`src/hw/rtl/klt_pkg.sv`:
```
`timescale 1ns / 1ps
// klt_pkg: shared types and constants of the keyword lexer tokenizer
// no dependencies; imported by every module of the block

package klt_pkg;

    localparam int POS_BITS    = 16;  // byte position and token start width
    localparam int LEN_BITS    = 16;  // token length width, saturating
    localparam int KW_CHARS    = 5;   // identifier prefix kept for keyword match
    localparam int KW_IDX_BITS = $clog2(KW_CHARS);
    localparam int MAX_TOK     = 3;   // tokens one byte can cause
    localparam int TOK_CNT_BITS = 2;
    localparam int Q_DEPTH     = 4;   // bundles in the front/back queue
    localparam int Q_PTR_BITS  = $clog2(Q_DEPTH);

    typedef enum logic [4:0] {
        K_EOF        = 5'd0,
        K_IDENT      = 5'd1,
        K_NUMBER     = 5'd2,
        K_PRINT      = 5'd3,
        K_IF         = 5'd4,
        K_ELSE       = 5'd5,
        K_END        = 5'd6,
        K_WHILE      = 5'd7,
        K_GT         = 5'd8,
        K_GE         = 5'd9,
        K_LT         = 5'd10,
        K_LE         = 5'd11,
        K_ASSIGN     = 5'd12,
        K_EQ         = 5'd13,
        K_NE         = 5'd14,
        K_PLUS       = 5'd15,
        K_MINUS      = 5'd16,
        K_STAR       = 5'd17,
        K_SLASH      = 5'd18,
        K_LPAREN     = 5'd19,
        K_RPAREN     = 5'd20,
        K_BANG_ERR   = 5'd21,
        K_UNEXPECTED = 5'd22
    } t_kind;

    typedef enum logic [2:0] {
        M_IDLE  = 3'd0,
        M_IDENT = 3'd1,
        M_NUM   = 3'd2,
        M_GT    = 3'd3,
        M_LT    = 3'd4,
        M_EQ    = 3'd5,
        M_BANG  = 3'd6
    } t_mode;

    typedef struct packed {
        t_kind               kind;
        logic [POS_BITS-1:0] start;
        logic [LEN_BITS-1:0] length;
    } t_token;

    // all tokens caused by one source byte, in emission order
    typedef struct packed {
        logic [TOK_CNT_BITS-1:0] count;
        t_token [MAX_TOK-1:0]    tok;
    } t_bundle;

endpackage

```
`src/hw/rtl/klt_front.sv`:
```
`timescale 1ns / 1ps
// klt_front: per-byte scanner state machine, builds the token bundle of each byte
// depends on klt_pkg

module klt_front (
    input  logic            i_clk,
    input  logic            i_rst_n,
    input  logic            i_valid,
    output logic            o_ready,
    input  logic [7:0]      i_ch,
    input  logic            i_final_byte,
    input  logic            i_full,
    output logic            o_push,
    output klt_pkg::t_bundle o_bundle
);
    import klt_pkg::*;

    localparam logic [7:0] CH_NUL    = 8'h00;
    localparam logic [7:0] CH_GT     = ">";
    localparam logic [7:0] CH_LT     = "<";
    localparam logic [7:0] CH_EQ     = "=";
    localparam logic [7:0] CH_BANG   = "!";
    localparam logic [7:0] CH_UNDER  = "_";
    localparam logic [7:0] CH_PLUS   = "+";
    localparam logic [7:0] CH_MINUS  = "-";
    localparam logic [7:0] CH_STAR   = "*";
    localparam logic [7:0] CH_SLASH  = "/";
    localparam logic [7:0] CH_LPAREN = "(";
    localparam logic [7:0] CH_RPAREN = ")";

    typedef logic [KW_CHARS-1:0][7:0] t_prefix;

    function automatic logic is_letter(input logic [7:0] c);
        return (c >= "a" && c <= "z") || (c >= "A" && c <= "Z");
    endfunction

    function automatic logic is_digit(input logic [7:0] c);
        return c >= "0" && c <= "9";
    endfunction

    function automatic logic is_space(input logic [7:0] c);
        return c == " " || (c >= 8'd9 && c <= 8'd13);
    endfunction

    function automatic t_kind kw_kind(input t_prefix p, input logic [LEN_BITS-1:0] len);
        t_kind k;
        k = K_IDENT;
        if (len == LEN_BITS'(5) && p[0] == "p" && p[1] == "r" && p[2] == "i"
            && p[3] == "n" && p[4] == "t") begin
            k = K_PRINT;
        end else if (len == LEN_BITS'(2) && p[0] == "i" && p[1] == "f") begin
            k = K_IF;
        end else if (len == LEN_BITS'(4) && p[0] == "e" && p[1] == "l" && p[2] == "s"
                     && p[3] == "e") begin
            k = K_ELSE;
        end else if (len == LEN_BITS'(3) && p[0] == "e" && p[1] == "n" && p[2] == "d") begin
            k = K_END;
        end else if (len == LEN_BITS'(5) && p[0] == "w" && p[1] == "h" && p[2] == "i"
                     && p[3] == "l" && p[4] == "e") begin
            k = K_WHILE;
        end
        return k;
    endfunction

    // kind of the token closed out of a pending mode
    function automatic t_kind close_kind(input t_mode m, input t_prefix p,
                                         input logic [LEN_BITS-1:0] len);
        t_kind k;
        unique case (m)
            M_IDENT: k = kw_kind(p, len);
            M_NUM:   k = K_NUMBER;
            M_GT:    k = K_GT;
            M_LT:    k = K_LT;
            M_EQ:    k = K_ASSIGN;
            M_BANG:  k = K_BANG_ERR;
            default: k = K_EOF;
        endcase
        return k;
    endfunction

    t_mode                  r_mode,   n_mode;
    t_prefix                r_prefix, n_prefix;
    logic [LEN_BITS-1:0]    r_len,    n_len;
    logic [POS_BITS-1:0]    r_start,  n_start;
    logic [POS_BITS-1:0]    r_pos,    n_pos;
    logic                   r_halt,   n_halt;

    t_token [MAX_TOK-1:0]    toks;
    logic [TOK_CNT_BITS-1:0] cnt;
    logic                    accept;

    assign o_ready = !i_full;
    assign accept  = i_valid && o_ready;
    assign o_push  = accept && (cnt != '0);
    assign o_bundle.count = cnt;
    assign o_bundle.tok   = toks;

    always_comb begin
        logic  used;
        t_kind k2;
        used     = 1'b0;
        k2       = K_GE;
        n_mode   = r_mode;
        n_prefix = r_prefix;
        n_len    = r_len;
        n_start  = r_start;
        n_pos    = r_pos;
        n_halt   = r_halt;
        toks     = '0;
        cnt      = '0;

        if (!r_halt) begin
            n_pos = r_pos + 1'b1;

            // pending token: complete, extend or close
            if ((r_mode == M_GT || r_mode == M_LT || r_mode == M_EQ || r_mode == M_BANG)
                && i_ch == CH_EQ) begin
                unique case (r_mode)
                    M_GT:    k2 = K_GE;
                    M_LT:    k2 = K_LE;
                    M_EQ:    k2 = K_EQ;
                    default: k2 = K_NE;
                endcase
                toks[cnt] = '{kind: k2, start: r_start, length: LEN_BITS'(2)};
                cnt       = cnt + 1'b1;
                n_mode    = M_IDLE;
                used      = 1'b1;
            end else if ((r_mode == M_IDENT
                          && (is_letter(i_ch) || is_digit(i_ch) || i_ch == CH_UNDER))
                         || (r_mode == M_NUM && is_digit(i_ch))) begin
                if (r_len < LEN_BITS'(KW_CHARS)) begin
                    n_prefix[r_len[KW_IDX_BITS-1:0]] = i_ch;
                end
                if (r_len != '1) begin
                    n_len = r_len + 1'b1;
                end
                used = 1'b1;
            end else if (r_mode != M_IDLE) begin
                toks[cnt] = '{kind: close_kind(r_mode, r_prefix, r_len),
                              start: r_start, length: r_len};
                cnt    = cnt + 1'b1;
                n_halt = (r_mode == M_BANG);
                n_mode = M_IDLE;
            end

            // byte handled from idle
            if (!n_halt && !used) begin
                if (i_ch == CH_NUL || is_space(i_ch)) begin
                    // separator, nothing to do
                end else if (is_letter(i_ch) || is_digit(i_ch)) begin
                    n_mode      = is_letter(i_ch) ? M_IDENT : M_NUM;
                    n_start     = r_pos;
                    n_len       = LEN_BITS'(1);
                    n_prefix    = '0;
                    n_prefix[0] = i_ch;
                end else if (i_ch == CH_GT || i_ch == CH_LT || i_ch == CH_EQ
                             || i_ch == CH_BANG) begin
                    n_mode   = (i_ch == CH_GT) ? M_GT :
                               (i_ch == CH_LT) ? M_LT :
                               (i_ch == CH_EQ) ? M_EQ : M_BANG;
                    n_start  = r_pos;
                    n_len    = LEN_BITS'(1);
                    n_prefix = '0;
                end else begin
                    priority case (i_ch)
                        CH_PLUS:   k2 = K_PLUS;
                        CH_MINUS:  k2 = K_MINUS;
                        CH_STAR:   k2 = K_STAR;
                        CH_SLASH:  k2 = K_SLASH;
                        CH_LPAREN: k2 = K_LPAREN;
                        CH_RPAREN: k2 = K_RPAREN;
                        default:   k2 = K_UNEXPECTED;
                    endcase
                    toks[cnt] = '{kind: k2, start: r_pos, length: LEN_BITS'(1)};
                    cnt       = cnt + 1'b1;
                    n_halt    = (k2 == K_UNEXPECTED);
                end
            end

            // end of source: close what is left, then, unless that halts, eof and back to reset values
            if (!n_halt && (i_ch == CH_NUL || i_final_byte)) begin
                if (n_mode != M_IDLE) begin
                    toks[cnt] = '{kind: close_kind(n_mode, n_prefix, n_len),
                                  start: n_start, length: n_len};
                    cnt    = cnt + 1'b1;
                    n_halt = (n_mode == M_BANG);
                    n_mode = M_IDLE;
                end
                if (!n_halt) begin
                    toks[cnt] = '{kind: K_EOF,
                                  start: (i_ch == CH_NUL) ? r_pos : r_pos + 1'b1,
                                  length: '0};
                    cnt      = cnt + 1'b1;
                    n_mode   = M_IDLE;
                    n_prefix = '0;
                    n_len    = '0;
                    n_start  = '0;
                    n_pos    = '0;
                end
            end
        end
    end

    always_ff @(posedge i_clk) begin
        if (!i_rst_n) begin
            r_mode   <= M_IDLE;
            r_prefix <= '0;
            r_len    <= '0;
            r_start  <= '0;
            r_pos    <= '0;
            r_halt   <= 1'b0;
        end else if (accept) begin
            r_mode   <= n_mode;
            r_prefix <= n_prefix;
            r_len    <= n_len;
            r_start  <= n_start;
            r_pos    <= n_pos;
            r_halt   <= n_halt;
        end
    end

endmodule

```
`src/hw/rtl/klt_queue.sv`:
```
`timescale 1ns / 1ps
// klt_queue: short fifo of token bundles between scanner and output stage
// depends on klt_pkg

module klt_queue (
    input  logic             i_clk,
    input  logic             i_rst_n,
    input  logic             i_push,
    input  klt_pkg::t_bundle i_data,
    output logic             o_full,
    output logic             o_empty,
    input  logic             i_pop,
    output klt_pkg::t_bundle o_head
);
    import klt_pkg::*;

    t_bundle               r_mem [Q_DEPTH];
    logic [Q_PTR_BITS-1:0] r_wr_ptr, r_rd_ptr;
    logic [Q_PTR_BITS:0]   r_count;

    assign o_full  = (r_count == (Q_PTR_BITS+1)'(Q_DEPTH));
    assign o_empty = (r_count == '0);
    assign o_head  = r_mem[r_rd_ptr];

    always_ff @(posedge i_clk) begin
        if (i_push) begin
            r_mem[r_wr_ptr] <= i_data;
        end
    end

    always_ff @(posedge i_clk) begin
        if (!i_rst_n) begin
            r_wr_ptr <= '0;
            r_rd_ptr <= '0;
            r_count  <= '0;
        end else begin
            if (i_push) begin
                r_wr_ptr <= r_wr_ptr + 1'b1;
            end
            if (i_pop) begin
                r_rd_ptr <= r_rd_ptr + 1'b1;
            end
            r_count <= r_count + (Q_PTR_BITS+1)'(i_push) - (Q_PTR_BITS+1)'(i_pop);
        end
    end

endmodule

```
`src/hw/rtl/klt_back.sv`:
```
`timescale 1ns / 1ps
// klt_back: unpacks queued bundles into one output token word per cycle while the receiver is ready
// depends on klt_pkg

module klt_back (
    input  logic             i_clk,
    input  logic             i_rst_n,
    input  logic             i_empty,
    input  klt_pkg::t_bundle i_head,
    output logic             o_pop,
    output logic             o_valid,
    input  logic             i_ready,
    output klt_pkg::t_token  o_token,
    output logic             o_last
);
    import klt_pkg::*;

    logic [TOK_CNT_BITS-1:0] r_sel, n_sel;
    logic                    r_valid;
    t_token                  r_token;
    logic                    r_last;
    logic                    load, last_tok;

    assign load     = !i_empty && (!r_valid || i_ready);
    assign last_tok = (r_sel == i_head.count - 1'b1);
    assign o_pop    = load && last_tok;
    assign n_sel    = load ? (last_tok ? '0 : r_sel + 1'b1) : r_sel;

    assign o_valid = r_valid;
    assign o_token = r_token;
    assign o_last  = r_last;

    always_ff @(posedge i_clk) begin
        if (!i_rst_n) begin
            r_valid <= 1'b0;
            r_sel   <= '0;
        end else begin
            r_sel <= n_sel;
            if (load) begin
                r_valid <= 1'b1;
            end else if (i_ready) begin
                r_valid <= 1'b0;
            end
        end
    end

    always_ff @(posedge i_clk) begin
        if (load) begin
            r_token <= i_head.tok[r_sel];
            r_last  <= last_tok;
        end
    end

endmodule

```
`src/hw/rtl/keyword_lexer_tokenizer.sv`:
```
`timescale 1ns / 1ps
// keyword_lexer_tokenizer: top level of the streaming keyword lexer
// depends on klt_pkg, klt_front, klt_queue, klt_back

// Takes one source byte per cycle and emits tokens as kind, start position and
// length; last_of_run marks the final token caused by one byte. The scanner
// accepts a byte every cycle while its four-entry bundle queue has room; the
// output stage drains one token word per cycle while the receiver is ready, so
// the tokens of one byte (at most three, eof included) leave one after another.
// The queue is written at the accepting edge, and the output register loads from
// the queue head once it is empty or its word is taken. Identifiers matching
// print, if, else, end or while come out as keyword kinds; a lone '!' or an
// unexpected byte emits an error token and the block then drops every byte until
// reset. A zero byte or final_byte closes the source with an eof token and
// restarts the position count at zero.

module keyword_lexer_tokenizer (
    input  logic        i_clk,
    input  logic        i_rst_n,
    input  logic        i_valid,
    output logic        o_ready,
    input  logic [7:0]  i_ch,
    input  logic        i_final_byte,
    output logic        o_valid,
    input  logic        i_ready,
    output logic [4:0]  o_token_kind,
    output logic [15:0] o_token_start,
    output logic [15:0] o_token_length,
    output logic        o_last_of_run
);
    import klt_pkg::*;

    // bundle path from scanner to output stage
    logic    push, full, empty, pop;
    t_bundle push_bundle, head_bundle;
    t_token  out_token;

    // front: byte scanner, stalls only when the queue is full
    klt_front u_front (
        .i_clk        (i_clk),
        .i_rst_n      (i_rst_n),
        .i_valid      (i_valid),
        .o_ready      (o_ready),
        .i_ch         (i_ch),
        .i_final_byte (i_final_byte),
        .i_full       (full),
        .o_push       (push),
        .o_bundle     (push_bundle)
    );

    // queue decouples byte rate from token rate
    klt_queue u_queue (
        .i_clk   (i_clk),
        .i_rst_n (i_rst_n),
        .i_push  (push),
        .i_data  (push_bundle),
        .o_full  (full),
        .o_empty (empty),
        .i_pop   (pop),
        .o_head  (head_bundle)
    );

    // back: one token word per cycle into the output register while the receiver is ready
    klt_back u_back (
        .i_clk   (i_clk),
        .i_rst_n (i_rst_n),
        .i_empty (empty),
        .i_head  (head_bundle),
        .o_pop   (pop),
        .o_valid (o_valid),
        .i_ready (i_ready),
        .o_token (out_token),
        .o_last  (o_last_of_run)
    );

    assign o_token_kind   = out_token.kind;
    assign o_token_start  = out_token.start;
    assign o_token_length = out_token.length;

endmodule

```
`config.mk`:
```
export PLATFORM = sky130hd
export DESIGN_NAME = keyword_lexer_tokenizer
export DESIGN_NICKNAME = d
export VERILOG_FILES = /design/src/hw/rtl/klt_pkg.sv /design/src/hw/rtl/klt_front.sv /design/src/hw/rtl/klt_queue.sv /design/src/hw/rtl/klt_back.sv /design/src/hw/rtl/keyword_lexer_tokenizer.sv
export SDC_FILE = /design/constraint.sdc
export NUM_CORES = 1
export LEC_CHECK = 0
export ABC_AREA = 0
export BUFFER_PORTS_ARGS = -buffer_cell sky130_fd_sc_hd__buf_2
export CAP_MARGIN = 20
export CORE_MARGIN = 5
export CORE_UTILIZATION = 60
export CTS_BUF_LIST = sky130_fd_sc_hd__clkbuf_4
export DETAILED_ROUTE_END_ITERATION = 8
export GPL_TIMING_DRIVEN = 0
export PLACE_DENSITY = 0.77
export SLEW_MARGIN = 20
export SYNTH_ARGS = -nofsm -noshare
export SYNTH_HDL_FRONTEND = slang
export SYNTH_HIERARCHICAL = 1
export SYNTH_SLANG_ARGS = --single-unit
```
`constraint.sdc`:
```
create_clock -name i_clk -period 10.8 [get_ports i_clk]
set_clock_uncertainty 0.05 [all_clocks]
set_input_delay 0.54 -clock i_clk [delete_from_list [all_inputs] [get_ports i_clk]]
set_output_delay 0.54 -clock i_clk [all_outputs]
set_load 0.005 [all_outputs]
```
==> impl_metrics.csv <==
group,metric,value,unit
setup_path,r2r-start,"u_front/r_mode[1]",
synthesis,ys_types,91,
setup_path,arrival,7.70,ns
floorplan,io_pins,53,
setup_path,worst_setup_path_end_kind,"register",
clocking,cts_buffers,149,
clocking,cts_tree,"yes",
synthesis,ys_ff_latch,594,
setup_path,crit_required,11.37,ns
run,maxCapViolCount,0,
grt,grt_max_degree,49,
synthesis,syn_area_per_cell,13.06,um2
hold_path,min-delay-start,"i_valid",
route,vias_per_cell,6.536,
floorplan,die_area,0.05032,mm2
floorplan,rows,78,
floorplan,fp.dieW,224.3,um
setup_path,cp-start-kind,"register",
place,port_buffers,48,
synthesis,synth_commonest_cells,"edfxtp_1, nand2_1, nor2_1, mux4_2, dfxtp_1",
grt,grt_pass1_wl,118.1,mm
grt,grt_overflow,0,
sta,setup_ws,3.668,ns
synthesis,synth_top_area_cell,"edfxtp_1",
synthesis,synth.area.top_cells,"edfxtp_1, mux4_2, dfxtp_1, nand2_1, nor2_1",
power,p_leak,10.19,nW
clocking,clk_latency,0.98,ns
final_layout,layout.nets,2354,
setup_path,r2r_cells,21,
synthesis,synth_edf_count,490,
synthesis,ys_seq_area_share,60.94,%
floorplan,initial_core_util,60.74,%
sta,max_freq,140.2,MHz
synthesis,syn_area,0.02756,mm2
clocking,clockBufferDepth,3,
final_layout,multi_input_area,0.009907,mm2
hold_path,hold_path_end,"u_front/r_halt",
grt,grt.total_usage,31.08,%
final_layout,n_fill_cell,3236,
route,drtPass1Iterations,6,
sta,slew-limit-headroom,23.86,%
sta,maxSlewViolCount,0,
grt,grt_antenna_before_repair,3,
sta,finalHoldViolCount,0,
setup_path,r2r_slack,3.67,ns
clocking,cts-root-buf,"clkbuf_4",
route,drt_iter0_markers,2668,
setup_path,crit_fanout,39,
final_layout,area_delta_synth_final,11.53,%
clocking,clock-sinks,594,
synthesis,ys_warn_count,6,
final_layout,layout-drive-gt1-share,20.56,%
route,postRouteAntennaNets,0,
synthesis,synth-async-reset-ratio,0,%
sta,rsz0062_at_grt,"false",
synthesis,synth_ff_type,"edfxtp_1",
clocking,h-tree-depth,4,
synthesis,netlist.area_leader.share,53.38,%
floorplan,die_y,224.3,um
power,p_per_area,202.3,mW/mm2
floorplan,coreArea,0.04538,mm2
route,wl,77.73,mm
final_layout,seqCellArea,0.01680,mm2
synthesis,synth_cells,2111,
sta,worst_slew_pin_slew,1.137,ns
grt,grt_pass1_vias,19720,
place,preCtsSetupSlack,3.507,ns
synthesis,synthesis.nets,2143,
setup_path,reg2reg_to,"u_queue/r_mem[0][3]",
place,gp_congestion,0.9846,
status,status,"finished, final reports clean",
place,place_hpwl,54.51,mm
sta,setup_viol,0,
route,vias,19780,
route,routedWlPerCell,25.68,um
synthesis,synthMostInstantiatedCell,"edfxtp_1",
final_layout,final_util,67.74,%
clocking,clkTransAtPathRegs,0.06,ns
sta,min_period,7.132,ns
setup_path,crit_type,"reg2reg",
power,ir_drop,0.2461,mV
sta,period_share,66.04,%
hold_path,holdPathStages,4,
clocking,cts_resized,0,
route,route.detailed.drc,0,
hold_path,hold_path.class,"in2reg",
-- placed cells by master, fill, tap and decap left out, types with 11 or more instances in the layout --
master / n
ha_1: 18
nor2b_1: 36
inv_1: 29
o21ai_0: 92
nor3_1: 42
nor4_1: 18
nand3_1: 40
a211oi_1: 22
a31oi_1: 21
and2_1: 40
clkbuf_1: 99
o21ai_1: 49
mux2i_1: 61
dfxtp_1: 104
buf_2: 88
o22a_1: 24
mux4_2: 113
and3_1: 30
nand2_1: 176
nand2b_1: 11
o22ai_1: 25
xnor2_1: 15
nand4_1: 17
clkbuf_4: 223
edfxtp_1: 490
a21oi_1: 56
nor2_1: 172
a22o_1: 11
xor2_1: 16
clkinv_1: 15
a22oi_1: 61
-- per-stage QoR --
step | hold slack (ns) | setup TNS [ns] | power, mW | cells | area (um2)
floorplan | 0.3932 | 0 | 3.865 | 2111 | 27560
global placement | 0.4083 | -121.86 | 4.311 | 2759 | 28550
detailed placement | 0.4115 | 0 | 4.381 | 2768 | 28830
CTS | 0.06613 | 0 | 6.261 | 3022 | 30720
global route | 0.1183 | 0 | 6.521 | 3026 | 30740
finish | 0.1854 | 0 | 6.220 | 3027 | 30740
-- layout make-up --
| cell class | instances | share of cell area, % |
|---|---|---|
| Buffer | 162 | 2.556 |
| Timing Repair Buffer | 60 | 1.685 |
| Tap cell | 600 | 2.442 |
| Clock buffer | 223 | 5.446 |
| Clock inverter | 28 | 0.6065 |
| Sequential cell | 594 | 54.64 |
| Multi-Input combinational cell | 1326 | 32.23 |
| Inverter | 29 | 0.3541 |
| Antenna cell | 5 | 0.04070 |
-- flip-flops by register name, summed over array words and instances, names as in the netlist, named ones only --
name,flops
u_queue/r_mem,452
u_front/r_prefix,40
u_back/o_token,37
u_front/r_len,16
u_front/r_pos,16
u_front/r_start,16
u_front/r_mode,3
u_queue/r_count,3
u_back/r_sel,2
u_queue/r_rd_ptr,2
u_queue/r_wr_ptr,2
u_back/o_last,1
u_back/o_valid,1
u_front/r_halt,1
-- worst max path at each step --
stage / startpoint / endpoint
4_1_cts: u_front/r_mode[1] / u_queue/r_mem[0][3]
3_5_place_dp: i_ch[3] / u_queue/r_mem[0][3]
6_report: u_front/r_mode[1] / u_queue/r_mem[0][3]
3_3_place_gp: i_ch[3] / u_queue/r_mem[1][2]
2_1_floorplan: i_ch[4] / u_queue/r_mem[0][0]
5_1_grt: u_front/r_mode[1] / u_queue/r_mem[0][3]
-- power by group --
group	total [mW]	internal, mW	switching [mW]
Sequential	2.86	2.79	0.0716
Clock	1.86	0.986	0.877
Combinational	1.49	0.613	0.880
Total	6.22	4.39	1.83
-- critical path, cell delays in order, from the launching register on --
cell and delay, ns:
dfxtp_1 0.30, buf_2 0.19, nor3b_1 0.59, nand4b_1 0.47, nand2_1 0.38, clkbuf_1 0.50, nor2_1 0.20, clkbuf_1 0.26
buf_1 0.37, ha_1 0.38, mux2i_1 0.39, inv_1 0.15, ha_1 0.31, nand2_1 0.05, o21ai_0 0.20, inv_1 0.09
ha_1 0.30, nand2_1 0.06, a31o_2 0.26, o21ba_2 0.29, and2_4 0.62, buf_16 0.31
-- metal layers --
metal | part of all wire [%] | GRT usage (%) | wire length, um | vias to the layer above
met3 | 11 | 8.314 | 8353 | 168
met1 | 40 | 44.34 | 31110 | 9763
met5 | 0 | 0 | 0 | -
li1 | - | - | - | 8633
met4 | 2.8 | 10.31 | 2161 | 0
met2 | 46 | 47.34 | 36110 | 1219
-- cell families (layout without fill, tap and decap cells) --
| family | count (synthesis) | count (layout) | synth area share [%] |
|---|---|---|---|
| simple gates | 657 | 657 | 11.83 |
| flops | 594 | 594 | 60.94 |
| compound gates | 441 | 441 | 10.46 |
| buf+inv | 191 | 502 | 3.246 |
| mux | 177 | 177 | 11.57 |
| xor+xnor | 32 | 32 | 1.071 |
| fa+ha+maj | 19 | 19 | 0.8898 |
| other cells | 0 | 5 | 0 |
-- timing repair --
| action | CTS | global route |
|---|---|---|
| setup buffers | 0 | 0 |
| hold buffers | 3 | 0 |
| hold endpoints to repair | 12 | 0 |
(Power assumes the default switching activity.)
